==> config.mk <==
export PLATFORM = sky130hd
export DESIGN_NAME = fpu_command_framer_crc8
export DESIGN_NICKNAME = d
export VERILOG_FILES = /design/src/hw/rtl/fcf_pkg.sv /design/src/hw/rtl/fpu_command_framer_crc8.sv /design/src/hw/rtl/fcf_crc_step.sv
export SDC_FILE = /design/constraint.sdc
export NUM_CORES = 1
export LEC_CHECK = 0
export ABC_CLOCK_PERIOD_IN_PS = 8700
export BUFFER_PORTS_ARGS = -buffer_cell sky130_fd_sc_hd__clkbuf_2
export CORE_MARGIN = 5
export CORE_UTILIZATION = 55
export DETAILED_ROUTE_END_ITERATION = 10
export GPL_TIMING_DRIVEN = 0
export PLACE_DENSITY = 0.88
export SLEW_MARGIN = 20
export SYNTH_ARGS = -nofsm -noshare
export SYNTH_HDL_FRONTEND = slang
export SYNTH_SLANG_ARGS = --single-unit
export TNS_END_PERCENT = 5
==> constraint.sdc <==
create_clock -name clk -period 8.7 [get_ports clk]
set_clock_uncertainty 0.05 [all_clocks]
set_input_delay 1.305 -clock clk [delete_from_list [all_inputs] [get_ports clk]]
set_output_delay 1.305 -clock clk [all_outputs]
set_load 0.1 [all_outputs]
==> src/hw/rtl/fcf_pkg.sv <==
// ----------------------------------------------------------------------------
// fcf_pkg: shared types and constants for the FPU command framer
// Holds the CRC-8 constants, the opcode encoding and the field widths used
// by the framer and its CRC byte step.
// ----------------------------------------------------------------------------
package fcf_pkg;

    // Field widths
    localparam int ACTION_W  = 3;
    localparam int OPERAND_W = 16;
    localparam int BYTE_W    = 8;
    localparam int TAG_W     = 3;

    // Packed request word: action, accumulate, operand_a, operand_b, zero pad
    localparam int IN_TDATA_W = 40;

    // Frame body: header plus up to four operand bytes
    localparam int BODY_W = 5 * BYTE_W;

    // Data byte counts (CRC byte not included)
    localparam logic [2:0] BINARY_BYTES = 3'd5;
    localparam logic [2:0] UNARY_BYTES  = 3'd3;

    // CRC-8 AUTOSAR
    localparam logic [BYTE_W-1:0] CRC_POLY   = 8'h2F;
    localparam logic [BYTE_W-1:0] CRC_INIT   = 8'hFF;
    localparam logic [BYTE_W-1:0] CRC_XOROUT = 8'hFF;

    // Opcodes
    typedef enum logic [ACTION_W-1:0] {
        OP_ADD = 3'd0,
        OP_SUB = 3'd1,
        OP_MUL = 3'd2,
        OP_DIV = 3'd3,
        OP_NEG = 3'd4,
        OP_ABS = 3'd5,
        OP_SLT = 3'd6,
        OP_NOP = 3'd7
    } opcode_t;

endpackage

==> src/hw/rtl/fpu_command_framer_crc8.sv <==
// ----------------------------------------------------------------------------
// fpu_command_framer_crc8: FPU command to byte frame with CRC-8 trailer
// Builds header, operand bytes (MSB first) and a CRC-8 AUTOSAR byte for each
// command request and sends them one byte per cycle while m_axis does not stall.
//
//   channel   dir  tdata                                    tlast
//   s_axis    in   action, accumulate, operand_a, operand_b  -
//   m_axis    out  frame_byte                                last_byte
//
// A binary command (add, sub, mul, div) sends six bytes, a unary one four; the next
// request is taken in the cycle its predecessor's CRC byte moves to the output
// register, so frames follow without gaps. The CRC is folded one byte per cycle,
// while m_axis does not stall, as bytes leave the frame register. Reset clears
// the tag to 0 and empties both registers. A stall on m_axis holds the output
// register and the frame register in place.
// ----------------------------------------------------------------------------
module fpu_command_framer_crc8 (
    input  logic                               clk,
    input  logic                               rst_n,
    // request in
    input  logic                               s_axis_tvalid,
    output logic                               s_axis_tready,
    input  logic [fcf_pkg::IN_TDATA_W-1:0]     s_axis_tdata,  // action[2:0], accumulate[3],
                                                              // operand_a[19:4],
                                                              // operand_b[35:20], zero[39:36]
    // frame bytes out
    output logic                               m_axis_tvalid,
    input  logic                               m_axis_tready,
    output logic [fcf_pkg::BYTE_W-1:0]         m_axis_tdata,  // frame_byte[7:0]
    output logic                               m_axis_tlast   // last_byte
);

    // Frame register
    logic                              frame_valid_reg, frame_valid_next;
    logic [2:0]                        left_reg, left_next;
    logic [fcf_pkg::BODY_W-1:0]        body_reg, body_next;
    logic [fcf_pkg::BYTE_W-1:0]        crc_reg, crc_next;
    logic [fcf_pkg::TAG_W-1:0]         tag_reg, tag_next;

    // Output register
    logic                              out_valid_reg, out_valid_next;
    logic [fcf_pkg::BYTE_W-1:0]        out_data_reg, out_data_next;
    logic                              out_last_reg, out_last_next;

    // Request fields
    logic [fcf_pkg::ACTION_W-1:0]      action;
    logic                              accumulate;
    logic [fcf_pkg::OPERAND_W-1:0]     operand_a;
    logic [fcf_pkg::OPERAND_W-1:0]     operand_b;
    logic                              is_binary;
    logic [fcf_pkg::BYTE_W-1:0]        header;

    logic                              out_ready;
    logic                              advance;
    logic                              accept;
    logic [fcf_pkg::BYTE_W-1:0]        cur_byte;
    logic [fcf_pkg::BYTE_W-1:0]        crc_step;

    assign action     = s_axis_tdata[2:0];
    assign accumulate = s_axis_tdata[3];
    assign operand_a  = s_axis_tdata[19:4];
    assign operand_b  = s_axis_tdata[35:20];

    assign is_binary = (action < fcf_pkg::OP_NEG);
    assign header    = {action, accumulate, is_binary, tag_reg};

    // Handshake
    assign out_ready     = !out_valid_reg || m_axis_tready;
    assign advance       = frame_valid_reg && out_ready;
    assign s_axis_tready = !frame_valid_reg || (out_ready && (left_reg == 3'd0));
    assign accept        = s_axis_tvalid && s_axis_tready;

    assign cur_byte = body_reg[fcf_pkg::BODY_W-1 -: fcf_pkg::BYTE_W];

    fcf_crc_step u_crc_step (
        .crc_in  (crc_reg),
        .data_in (cur_byte),
        .crc_out (crc_step)
    );

    // Next-state logic
    always_comb
    begin
        frame_valid_next = frame_valid_reg;
        left_next        = left_reg;
        body_next        = body_reg;
        crc_next         = crc_reg;
        tag_next         = tag_reg;
        out_valid_next   = out_valid_reg;
        out_data_next    = out_data_reg;
        out_last_next    = out_last_reg;

        if (out_valid_reg && m_axis_tready)
        begin
            out_valid_next = 1'b0;
        end

        // Send one byte: data bytes first, then the CRC
        if (advance)
        begin
            out_valid_next = 1'b1;
            if (left_reg != 3'd0)
            begin
                out_data_next = cur_byte;
                out_last_next = 1'b0;
                crc_next      = crc_step;
                body_next     = {body_reg[fcf_pkg::BODY_W-fcf_pkg::BYTE_W-1:0],
                                 {fcf_pkg::BYTE_W{1'b0}}};
                left_next     = left_reg - 3'd1;
            end
            else
            begin
                out_data_next    = crc_reg ^ fcf_pkg::CRC_XOROUT;
                out_last_next    = 1'b1;
                frame_valid_next = 1'b0;
            end
        end

        // Load a new request
        if (accept)
        begin
            frame_valid_next = 1'b1;
            body_next        = {header, operand_a, operand_b};
            left_next        = is_binary ? fcf_pkg::BINARY_BYTES : fcf_pkg::UNARY_BYTES;
            crc_next         = fcf_pkg::CRC_INIT;
            tag_next         = tag_reg + fcf_pkg::TAG_W'(1);
        end
    end

    // Control registers
    always_ff @(posedge clk or negedge rst_n)
    begin
        if (!rst_n)
        begin
            frame_valid_reg <= 1'b0;
            left_reg        <= 3'd0;
            tag_reg         <= '0;
            out_valid_reg   <= 1'b0;
        end
        else
        begin
            frame_valid_reg <= frame_valid_next;
            left_reg        <= left_next;
            tag_reg         <= tag_next;
            out_valid_reg   <= out_valid_next;
        end
    end

    // Payload registers
    always_ff @(posedge clk)
    begin
        body_reg     <= body_next;
        crc_reg      <= crc_next;
        out_data_reg <= out_data_next;
        out_last_reg <= out_last_next;
    end

    assign m_axis_tvalid = out_valid_reg;
    assign m_axis_tdata  = out_data_reg;
    assign m_axis_tlast  = out_last_reg;

endmodule

==> src/hw/rtl/fcf_crc_step.sv <==
// ----------------------------------------------------------------------------
// fcf_crc_step: one byte of CRC-8 (poly 0x2F, MSB first)
// Folds one data byte into the running CRC, eight bit steps, no reflection.
// ----------------------------------------------------------------------------
module fcf_crc_step (
    input  logic [fcf_pkg::BYTE_W-1:0] crc_in,
    input  logic [fcf_pkg::BYTE_W-1:0] data_in,
    output logic [fcf_pkg::BYTE_W-1:0] crc_out
);

    // Bitwise shift-and-reduce over the xored byte
    always_comb
    begin
        logic [fcf_pkg::BYTE_W-1:0] c;
        c = crc_in ^ data_in;
        for (int i = 0; i < fcf_pkg::BYTE_W; i++)
        begin
            if (c[fcf_pkg::BYTE_W-1])
            begin
                c = {c[fcf_pkg::BYTE_W-2:0], 1'b0} ^ fcf_pkg::CRC_POLY;
            end
            else
            begin
                c = {c[fcf_pkg::BYTE_W-2:0], 1'b0};
            end
        end
        crc_out = c;
    end

endmodule

# Yosys cells after proc, flatten, opt, wreduce, memory -nomap -nowiden

Cells that the tools add are included.

Output and inout port bits: 11
Input bits: 44
Word-level logic and storage cells: 60
Bits in registers: 65

Equal/unequal tests: 1
Bitwise operators: 10
Multiplexer cells: 22
$lt $le $gt $ge: 1
$add $sub $neg: 2
Reductions and logical operators: 16

Operator list:

| operator            | number |
|---|---|
| $mux 40             | 3 |
| $mux 6              | 8 |
| $not 5->5           | 8 |
| $mux 3              | 4 |
| $mux 8              | 1 |
| $not 8->8           | 1 |
| $xor 8x8->8         | 1 |
| $mux 1              | 6 |
| $reduce_and 2->1    | 3 |
| $reduce_bool 2->1   | 3 |
| $logic_and 1x1->1   | 4 |
| $add 3x1->3 const B | 1 |
| $logic_not 3->1     | 1 |
| $lt 3x3->1 const B  | 1 |
| $reduce_bool 3->1   | 1 |
| $sub 3x1->3 const B | 1 |
| $logic_not 1->1     | 2 |
| $logic_or 1x1->1    | 2 |
| $ne 2x2->1 const B  | 1 |

# Longest topological paths before layout

Gate-level depths: netlist of the first run.

Word-level depth: 17
Depth in mapped cells: 9
Gate-level depth less buffers: 7

# By module

From an unflattened synthesis of the first run, not the netlist that was laid out.

Cells, all modules: 213
Area, all modules: 3179.3 µm²

Modules (own cells, without submodules):

| module                  | instances | seq. area each (µm²) | area each (µm²) | cells each |
|---|---|---|---|---|
| fpu_command_framer_crc8 | 1         | 1831.8               | 2846.5          | 189 |
| fcf_crc_step            | 1         | 0.0                  | 332.8           | 24 |

# Worst setup path after synthesis of the first run

Ideal clock, no wire load.

Path kind: input port to flip-flop
Start: input m_axis_tready
End: register crc_reg[0] (netlist bit)
Buffers on the path: 0
Arrival: 4.028 ns
Slack: 4.546 ns
Stages on the path: 4
Library setup time: 0.076 ns
Required time: 8.574 ns
Cells stage by stage: nor2b_1 > a21oi_1 > o21ai_0 > a21oi_1

Cells in the longest elaborated chain, start to end: 4
Elaborated cells between the ends (all ways): 6
Classes of those cells: reduce/logical (6)

Ends and longest elaborated chain:

| element              | line                           | source |
|---|---|---|
| from (decl)          | fpu_command_framer_crc8.sv:28  | `input logic m_axis_tready,` |
| $logic_or 1x1->1 (*) | fpu_command_framer_crc8.sv:68  | `assign out_ready = !out_valid_reg \|\| m_axis_tready;` |
| $logic_and 1x1->1    | fpu_command_framer_crc8.sv:70  | `assign s_axis_tready = !frame_valid_reg \|\| (out_ready && (left_reg == 3'd0));` |
| $logic_or 1x1->1     | fpu_command_framer_crc8.sv:70  |  |
| $logic_and 1x1->1    | fpu_command_framer_crc8.sv:71  | `assign accept = s_axis_tvalid && s_axis_tready;` |
| to (signal assigned) | fpu_command_framer_crc8.sv:153 | `crc_reg <= crc_next;` |
| to (decl)            | fpu_command_framer_crc8.sv:37  | `logic [fcf_pkg::BYTE_W-1:0] crc_reg, crc_next;` |

Every way passes the cells marked *; elsewhere a longest branch is shown, timed or not.
A chain may end at the register's enable or synchronous reset.

# Worst setup path in the final report of the first run

Start: input m_axis_tready
End: output s_axis_tready

Cells in the longest elaborated chain, start to end: 3

Ends and longest elaborated chain:

| element           | line                          | source |
|---|---|---|
| $logic_or 1x1->1  | fpu_command_framer_crc8.sv:68 |  |
| $logic_and 1x1->1 | fpu_command_framer_crc8.sv:70 |  |
| $logic_or 1x1->1  | fpu_command_framer_crc8.sv:70 |  |
| to (decl)         | fpu_command_framer_crc8.sv:22 | `output logic s_axis_tready,` |

No other way between the ends.

==> out/qor.csv, run 1 <==
stage,metric,value,unit
placed_design,dpl.cell_count,392,
clock_tree,cts_resized,0,
die,die_y,83.61,um
pwr,power_density,499.1,nW/um^2
clock_tree,cts_tree,yes,
sta,setup-violations-final,0,
clock_tree,htree_levels,3,
clock_tree,clockBufferDepth,2,
setup_path,path_class,in -> out,
setup_path,cp_max_fo,10,
placed_design,post_dp_cell_area,3357,um^2
setup_path,crit_arrival,2.61,ns
setup_path,start_kind,input port,
die,placementRows,26,
cells_and_area,area_delta_synth_final,18.56,%
pwr,leakage,1.641,nW
detailed_routing,drtAntennaViolNets,0,
placed_design,pre_cts_ws,4.745,ns
cells_and_area,multi_input_area,1095,um^2
global_routing,grt_usage,17.51,%
die,start_util,57.62,%
sta,min_period,3.962,ns
logic_synthesis,yosys_warnings,0,
cells_and_area,diodes,0,
logic_synthesis,synth_cell_types,28,
detailed_routing,drc,0,
cells_and_area,largest_register_ffs,40,
sta,rsz0062_at_grt,no,
pwr,finalPower,1.764,mW
sta,fin_tns_setup,0,ns
logic_synthesis,synthCells,271,
die,pin_count,55,
detailed_routing,wl,5677,um
die,fp.dieW,83.61,um
cells_and_area,nFillCells,386,
logic_synthesis,syn_area_per_cell,11.00,um^2
min_path,holdCritPathClass,reg -> reg,
pwr,vdd_drop_max,0.0002797,V
global_routing,antenna_found_initial,0,
clock_tree,post_cts_buffers,0,
sta,maxSlewViolCount,0,
sta,slew_headroom,45.26,%
cells_and_area,register_area,1832,um^2
sta,finalCritPeriodShare,45.54,%
die,die-area,6991,um^2
detailed_routing,avgViaCountPerCell,5.047,
global_routing,grt_max_degree,25,
setup_path,setup.worst_path.end_class,output port,
sta,worst_pin_slew,0.8194,ns
cells_and_area,final_util,68.31,%
clock_tree,cts-root-buf,clkbuf_8,
die,coreArea,5172,um^2
placed_design,place_hpwl,4194,um
logic_synthesis,syn_area,2980,um^2
global_routing,grt_pass1_vias,2182,
sta,hold_viol,0,
clock_tree,cts.sinks,65,
clock_tree,clk_latency,0.34,ns
detailed_routing,first_iter_violations,105,
cells_and_area,drive_gt1_share,20.41,%
detailed_routing,vias,2059,
sta,timing.fmax,252.4,MHz
setup_path,cp.required,7.34,ns
global_routing,grt_overflow,0,
clock_tree,holdBufCountCts,0,
global_routing,grt_pass1_wl,9722,um
detailed_routing,wl_per_cell,13.91,um
placed_design,gp_congestion,0.8195,
logic_synthesis,ys_ff_latch,65,
job,cap_violations,0,
logic_synthesis,yosysSeqAreaShare,61.46,%
clock_tree,cts_made_buffers,9,
run_status,status,"finished, final reports clean",
sta,hold_ws,0.4230,ns
clock_tree,clk_pin_slew,0.06,ns
placed_design,numPortBuffers,50,
cells_and_area,finish.instance_area,3533,um^2
logic_synthesis,syn_nets,318,
sta,worst_slack,4.738,ns
cells_and_area,layout.nets,380,
detailed_routing,drt_first_pass_iters,4,
cells_and_area,finalNonFillerCells,408,
-- cells in the mapped netlist --
cell type,count,area share (%)
nor2b_1,2,0.42
edfxtp_1,49,49
nand2_1,110,14
o21ai_0,14,2.4
ha_1,3,1.3
buf_2,1,0.17
buf_1,2,0.25
dfxtp_1,8,5.4
xor2_1,5,1.5
a21oi_1,11,1.8
nor3_1,4,0.67
xnor3_1,3,2.3
or2_2,1,0.21
xnor2_2,3,1.6
and3b_1,1,0.29
xor3_2,1,0.84
nand2b_1,2,0.42
xor3_1,2,1.6
dfrtp_1,8,6.7
and2_1,1,0.21
and3_1,10,2.1
clkbuf_1,9,1.1
a21boi_0,1,0.25
o221ai_1,1,0.29
nor2_1,2,0.25
xnor3_4,1,0.88
xnor2_1,11,3.2
inv_1,5,0.63
-- per-layer routing --
metal	vias up	wire length, um	GRT usage, %
met5	-	0	0
met4	0	160	9.211
met3	16	339	4.047
met2	66	2967	30.08
met1	947	2210	20.29
li1	1030	-	-
-- worst max-delay path, stage by stage --
cell      delay (ns)
clkbuf_2        0.08
nor2b_1         0.08
o21ai_0         0.28
clkbuf_1        0.33
clkbuf_2        0.53
-- where the power goes --
| part | internal, mW | switching [mW] | total (mW) |
|---|---|---|---|
| sequential | 0.505 | 0.0650 | 0.570 |
| clock | 0.128 | 0.110 | 0.237 |
| combinational | 0.435 | 0.521 | 0.956 |
| total | 1.07 | 0.696 | 1.76 |
-- cell usage in the layout (no fill, tap or decap), types with 2 or more instances in the layout --
cell,instances
nand2_1,110
clkbuf_2,50
edfxtp_1,49
o21ai_0,14
xnor2_1,11
clkbuf_1,10
a21oi_1,10
and3_1,10
clkbuf_8,9
dfxtp_1,8
dfrtp_1,8
inv_1,5
xor2_1,5
clkinv_1,5
nor3_1,4
xnor2_2,3
xnor3_1,3
ha_1,3
nand2b_1,2
nor2b_1,2
buf_1,2
xor3_1,2
nor2_1,2
-- cell type report --
class | count | share of cell area [%]
plain buffers | 12 | 1.310
clock buffers | 10 | 3.612
clock inverters | 6 | 1.381
inverters | 5 | 0.5312
multi-input cells | 189 | 30.98
flip-flops and latches | 65 | 51.84
well taps | 70 | 2.479
repair buffers | 51 | 7.861
-- cells by family after synthesis --
| group | after synthesis | synth area share, % |
|---|---|---|
| and+or+nand+nor | 133 | 18.43 |
| adders and majority gates | 3 | 1.260 |
| buffers and inverters | 17 | 2.183 |
| AOI/OAI and AO/OA | 27 | 4.744 |
| xor gates and xnor gates | 26 | 11.92 |
| DFF | 65 | 61.46 |
-- final timing paths --
kind                                            to  cells after the start  slack, ns                     from
hold reg to reg            left_reg[0]$_DFFE_PN0P_                      1       0.42  left_reg[0]$_DFFE_PN0P_
min in group asynchronous   tag_reg[2]$_DFFE_PN0P_                      1       0.75                    rst_n
max in group asynchronous  left_reg[0]$_DFFE_PN0P_                      1       7.67                    rst_n
setup reg to reg            body_reg[23]$_DFFE_PP_                      7       6.17  left_reg[0]$_DFFE_PN0P_
setup / recovery                     s_axis_tready                      5       4.74            m_axis_tready
hold / removal             left_reg[0]$_DFFE_PN0P_                      1       0.42  left_reg[0]$_DFFE_PN0P_
Power figures use the tool's default switching activity.
==> run 2: changes to the inputs <==
--- a/config.mk
+++ b/config.mk
@@ -5,13 +5,14 @@
 export SDC_FILE = /design/constraint.sdc
 export NUM_CORES = 1
 export LEC_CHECK = 0
-export ABC_CLOCK_PERIOD_IN_PS = 8700
+export ABC_AREA = 1
+export ABC_CLOCK_PERIOD_IN_PS = 3200
 export BUFFER_PORTS_ARGS = -buffer_cell sky130_fd_sc_hd__clkbuf_2
 export CORE_MARGIN = 5
-export CORE_UTILIZATION = 55
+export CORE_UTILIZATION = 51
 export DETAILED_ROUTE_END_ITERATION = 10
 export GPL_TIMING_DRIVEN = 0
-export PLACE_DENSITY = 0.88
+export PLACE_DENSITY = 0.85
 export SLEW_MARGIN = 20
 export SYNTH_ARGS = -nofsm -noshare
 export SYNTH_HDL_FRONTEND = slang
==> constraint.sdc (replaced) <==
create_clock -name clk -period 3.2 [get_ports clk]
set_clock_uncertainty 0.05 [all_clocks]
set_input_delay 0.48 -clock clk [delete_from_list [all_inputs] [get_ports clk]]
set_output_delay 0.48 -clock clk [all_outputs]
set_load 0.1 [all_outputs]
==> out/qor.csv, run 2 <==
stage,metric,value,unit,change
logic_synthesis,ys_async_sr_fraction,12.31,%,unchanged
sta,timing.fmax,422.3,MHz,
logic_synthesis,yosys_warnings,0,,unchanged
detailed_routing,wl,6908,um,+22%
logic_synthesis,synthCells,394,,+45%
sta,worst_pin_slew,0.5428,ns,-0.2767 ns
clock_tree,htree_levels,3,,unchanged
detailed_routing,vias,2643,,+28%
logic_synthesis,synth_cell_types,28,,unchanged
setup_path,start_kind,flip-flop,,
logic_synthesis,ys.flop_type,edfxtp_1,,
job,cap_violations,0,,unchanged
setup_path,cpPeakStageDelay,0.37,ns,-0.16 ns
placed_design,gp_congestion,0.8594,,+4.9%
logic_synthesis,synth_area_leaders,"edfxtp_1, nand2_1, dfrtp_1, dfxtp_1, inv_1",,
setup_path,cp_cell_sequence,inv_1 -> ha_1 -> nand2_4 -> inv_2 -> a21oi_2 -> inv_1 -> clkbuf_2,,
cells_and_area,area_delta_synth_final,18.00,%,
logic_synthesis,syn_nets,441,,+39%
cells_and_area,largest_register_ffs,40,,unchanged
clock_tree,cts_made_buffers,9,,unchanged
sta,setup-violations-final,0,,unchanged
cells_and_area,drive_gt1_share,21.65,%,+1.2 points
placed_design,place_hpwl,5223,um,+25%
sta,hold_viol,0,,unchanged
detailed_routing,drt_first_pass_iters,4,,unchanged
die,start_util,52.30,%,-5.3 points
cells_and_area,final_cell_mix,"nand2_1, clkbuf_2, edfxtp_1",,
global_routing,antenna_found_initial,0,,unchanged
detailed_routing,drc,0,,unchanged
logic_synthesis,synth-edff-count,49,,unchanged
global_routing,grt_usage,17.52,%,about the same
die,die-area,8184,um^2,+17%
global_routing,grt_overflow,0,,unchanged
clock_tree,clk_latency,0.35,ns,about the same
logic_synthesis,syn_area_per_cell,8.381,um^2,-24%
detailed_routing,first_iter_violations,129,,+23%
cells_and_area,diodes,0,,unchanged
die,coreArea,6314,um^2,+22%
sta,rsz0062_at_grt,no,,
sta,min_period,2.368,ns,
logic_synthesis,yosysTopAreaCell,edfxtp_1,,
setup_path,setup.worst_path.end_class,output port,,
sta,fin_tns_setup,0,ns,unchanged
clock_tree,cts.sinks,65,,unchanged
clock_tree,post_cts_buffers,0,,unchanged
logic_synthesis,synth_top_area_share,44.56,%,-4.8 points
setup_path,cp_slowest_cell,dfrtp_1,,
setup_path,crit_arrival,1.84,ns,-0.77 ns
die,pin_count,55,,unchanged
clock_tree,cts-root-buf,clkbuf_8,,
logic_synthesis,ys_ff_latch,65,,unchanged
clock_tree,clockBufferDepth,2,,unchanged
detailed_routing,wl_per_cell,12.82,um,-7.9%
logic_synthesis,yosysSeqAreaShare,55.48,%,-6.0 points
clock_tree,cts_resized,0,,unchanged
sta,finalCritPeriodShare,74.00,%,
clock_tree,clk_pin_slew,0.07,ns,about the same
placed_design,numPortBuffers,50,,unchanged
detailed_routing,avgViaCountPerCell,4.904,,-2.8%
global_routing,grt_max_degree,37,,+48%
setup_path,path_class,reg -> out,,
run_status,status,"finished, final reports clean",,
die,die_y,90.47,um,+8.2%
sta,maxSlewViolCount,0,,unchanged
setup_path,crit_top_cell,inv_1,,
min_path,holdCritPathClass,in -> reg,,
clock_tree,holdBufCountCts,1,,+1
logic_synthesis,ys_top_cells_by_count,"nand2_1, edfxtp_1, inv_1",,
die,placementRows,29,,+12%
cells_and_area,layout.nets,504,,+33%
setup_path,rrSetupSlack,1.10,ns,-5.07 ns
die,fp.dieW,90.47,um,+8.2%
global_routing,grt_pass1_vias,2626,,+20%
cells_and_area,nFillCells,552,,+43%
logic_synthesis,synth_most_common_cell,nand2_1,,
logic_synthesis,syn_area,3302,um^2,+11%
setup_path,cp_max_fo,8,,-2
detailed_routing,drtAntennaViolNets,0,,unchanged
setup_path,cp.required,2.67,ns,-4.67 ns
global_routing,grt_pass1_wl,11520,um,+19%
sta,slew_headroom,63.97,%,+19 points
cells_and_area,layout_commonest_cell,nand2_1,,
clock_tree,cts_tree,yes,,
==> run 2: cell count changes after synthesis, moves of 4 or more <==
| cell | before | now |
|---|---|---|
| and3_1 | 10 | 0 |
| nand2_2 | 0 | 16 |
| a21oi_1 | 11 | 3 |
| inv_1 | 5 | 34 |
| inv_2 | 0 | 5 |
| clkbuf_1 | 9 | 4 |
| xnor2_1 | 11 | 7 |
| nand3_1 | 0 | 13 |
| nor2_1 | 2 | 12 |
| nor3_1 | 4 | 0 |
| nand2_1 | 110 | 195 |
==> run 2: kinds of logic (layout without fill, tap and decap cells) <==
group           count (synthesis)  in the layout  synth area share [%]
simple gates                  244            244                 30.81
fa+ha+maj                       3              3                 1.137
flops                          65             65                 55.48
xor+xnor                       10             10                 2.653
buf+inv                        48            116                 5.722
compound gates                 24             24                 4.206
==> run 2: area by class of cell <==
cell class                 count  area, um^2  area share (%)
clock inverter                 7       93.84           2.408
inverter                      39       146.4           3.757
tap                           77       96.34           2.473
timing repair buffer          52       280.3           7.193
clock buffer                   9       123.9           3.179
sequential                    65        1832           47.01
multi-input combinational    281        1281           32.88
buffer                         9       42.54           1.092
==> run 2: through the flow <==
step	setup WS [ns]	hold WS (ns)	instances	utilization [%]	cell area, um^2
2_1_floorplan	0.5318	0.1344	394	-	3302
3_3_place_gp	0.2448	0.2819	521	57.79	3649
3_5_place_dp	1.091	0.2925	522	58.11	3669
4_1_cts	0.8107	0.3088	539	61.71	3896
5_1_grt	0.6843	0.3112	539	61.71	3896
6_report	0.8320	0.3209	539	61.71	3896
==> run 2: final timing paths <==
kind                                          from                     endpoint  depth (start not counted)
max                        left_reg[0]$_DFFE_PN0P_                s_axis_tready                          7
min                                  s_axis_tvalid  frame_valid_reg$_DFFE_PN0P_                          3
max reg2reg                left_reg[0]$_DFFE_PN0P_       body_reg[29]$_DFFE_PP_                          9
min reg2reg                 tag_reg[2]$_DFFE_PN0P_       tag_reg[2]$_DFFE_PN0P_                          1
max in group asynchronous                    rst_n      left_reg[2]$_DFFE_PN0P_                          2
min in group asynchronous                    rst_n      left_reg[0]$_DFFE_PN0P_                          2
==> run 2: layer usage <==
layer | track usage (%) | wire [um] | vias to the layer above
li1 | - | - | 1363
met1 | 18.23 | 2594 | 1191
met2 | 32.51 | 3772 | 78
met3 | 6.667 | 446 | 11
met4 | 4.715 | 94 | 0
met5 | 0 | 0 | -
==> run 2: critical path, delay by kind of cell, from the launching register on <==
family          cells  cell delay, ns
compound gates      1            0.19
fa+ha+maj           1            0.22
buf+inv             4            0.58
flops               1            0.37
simple gates        1            0.13
Power of run 2 is left out: the tool's default activity adds up to more than one toggle a clock period on the data nets, which glitch-free logic cannot reach.
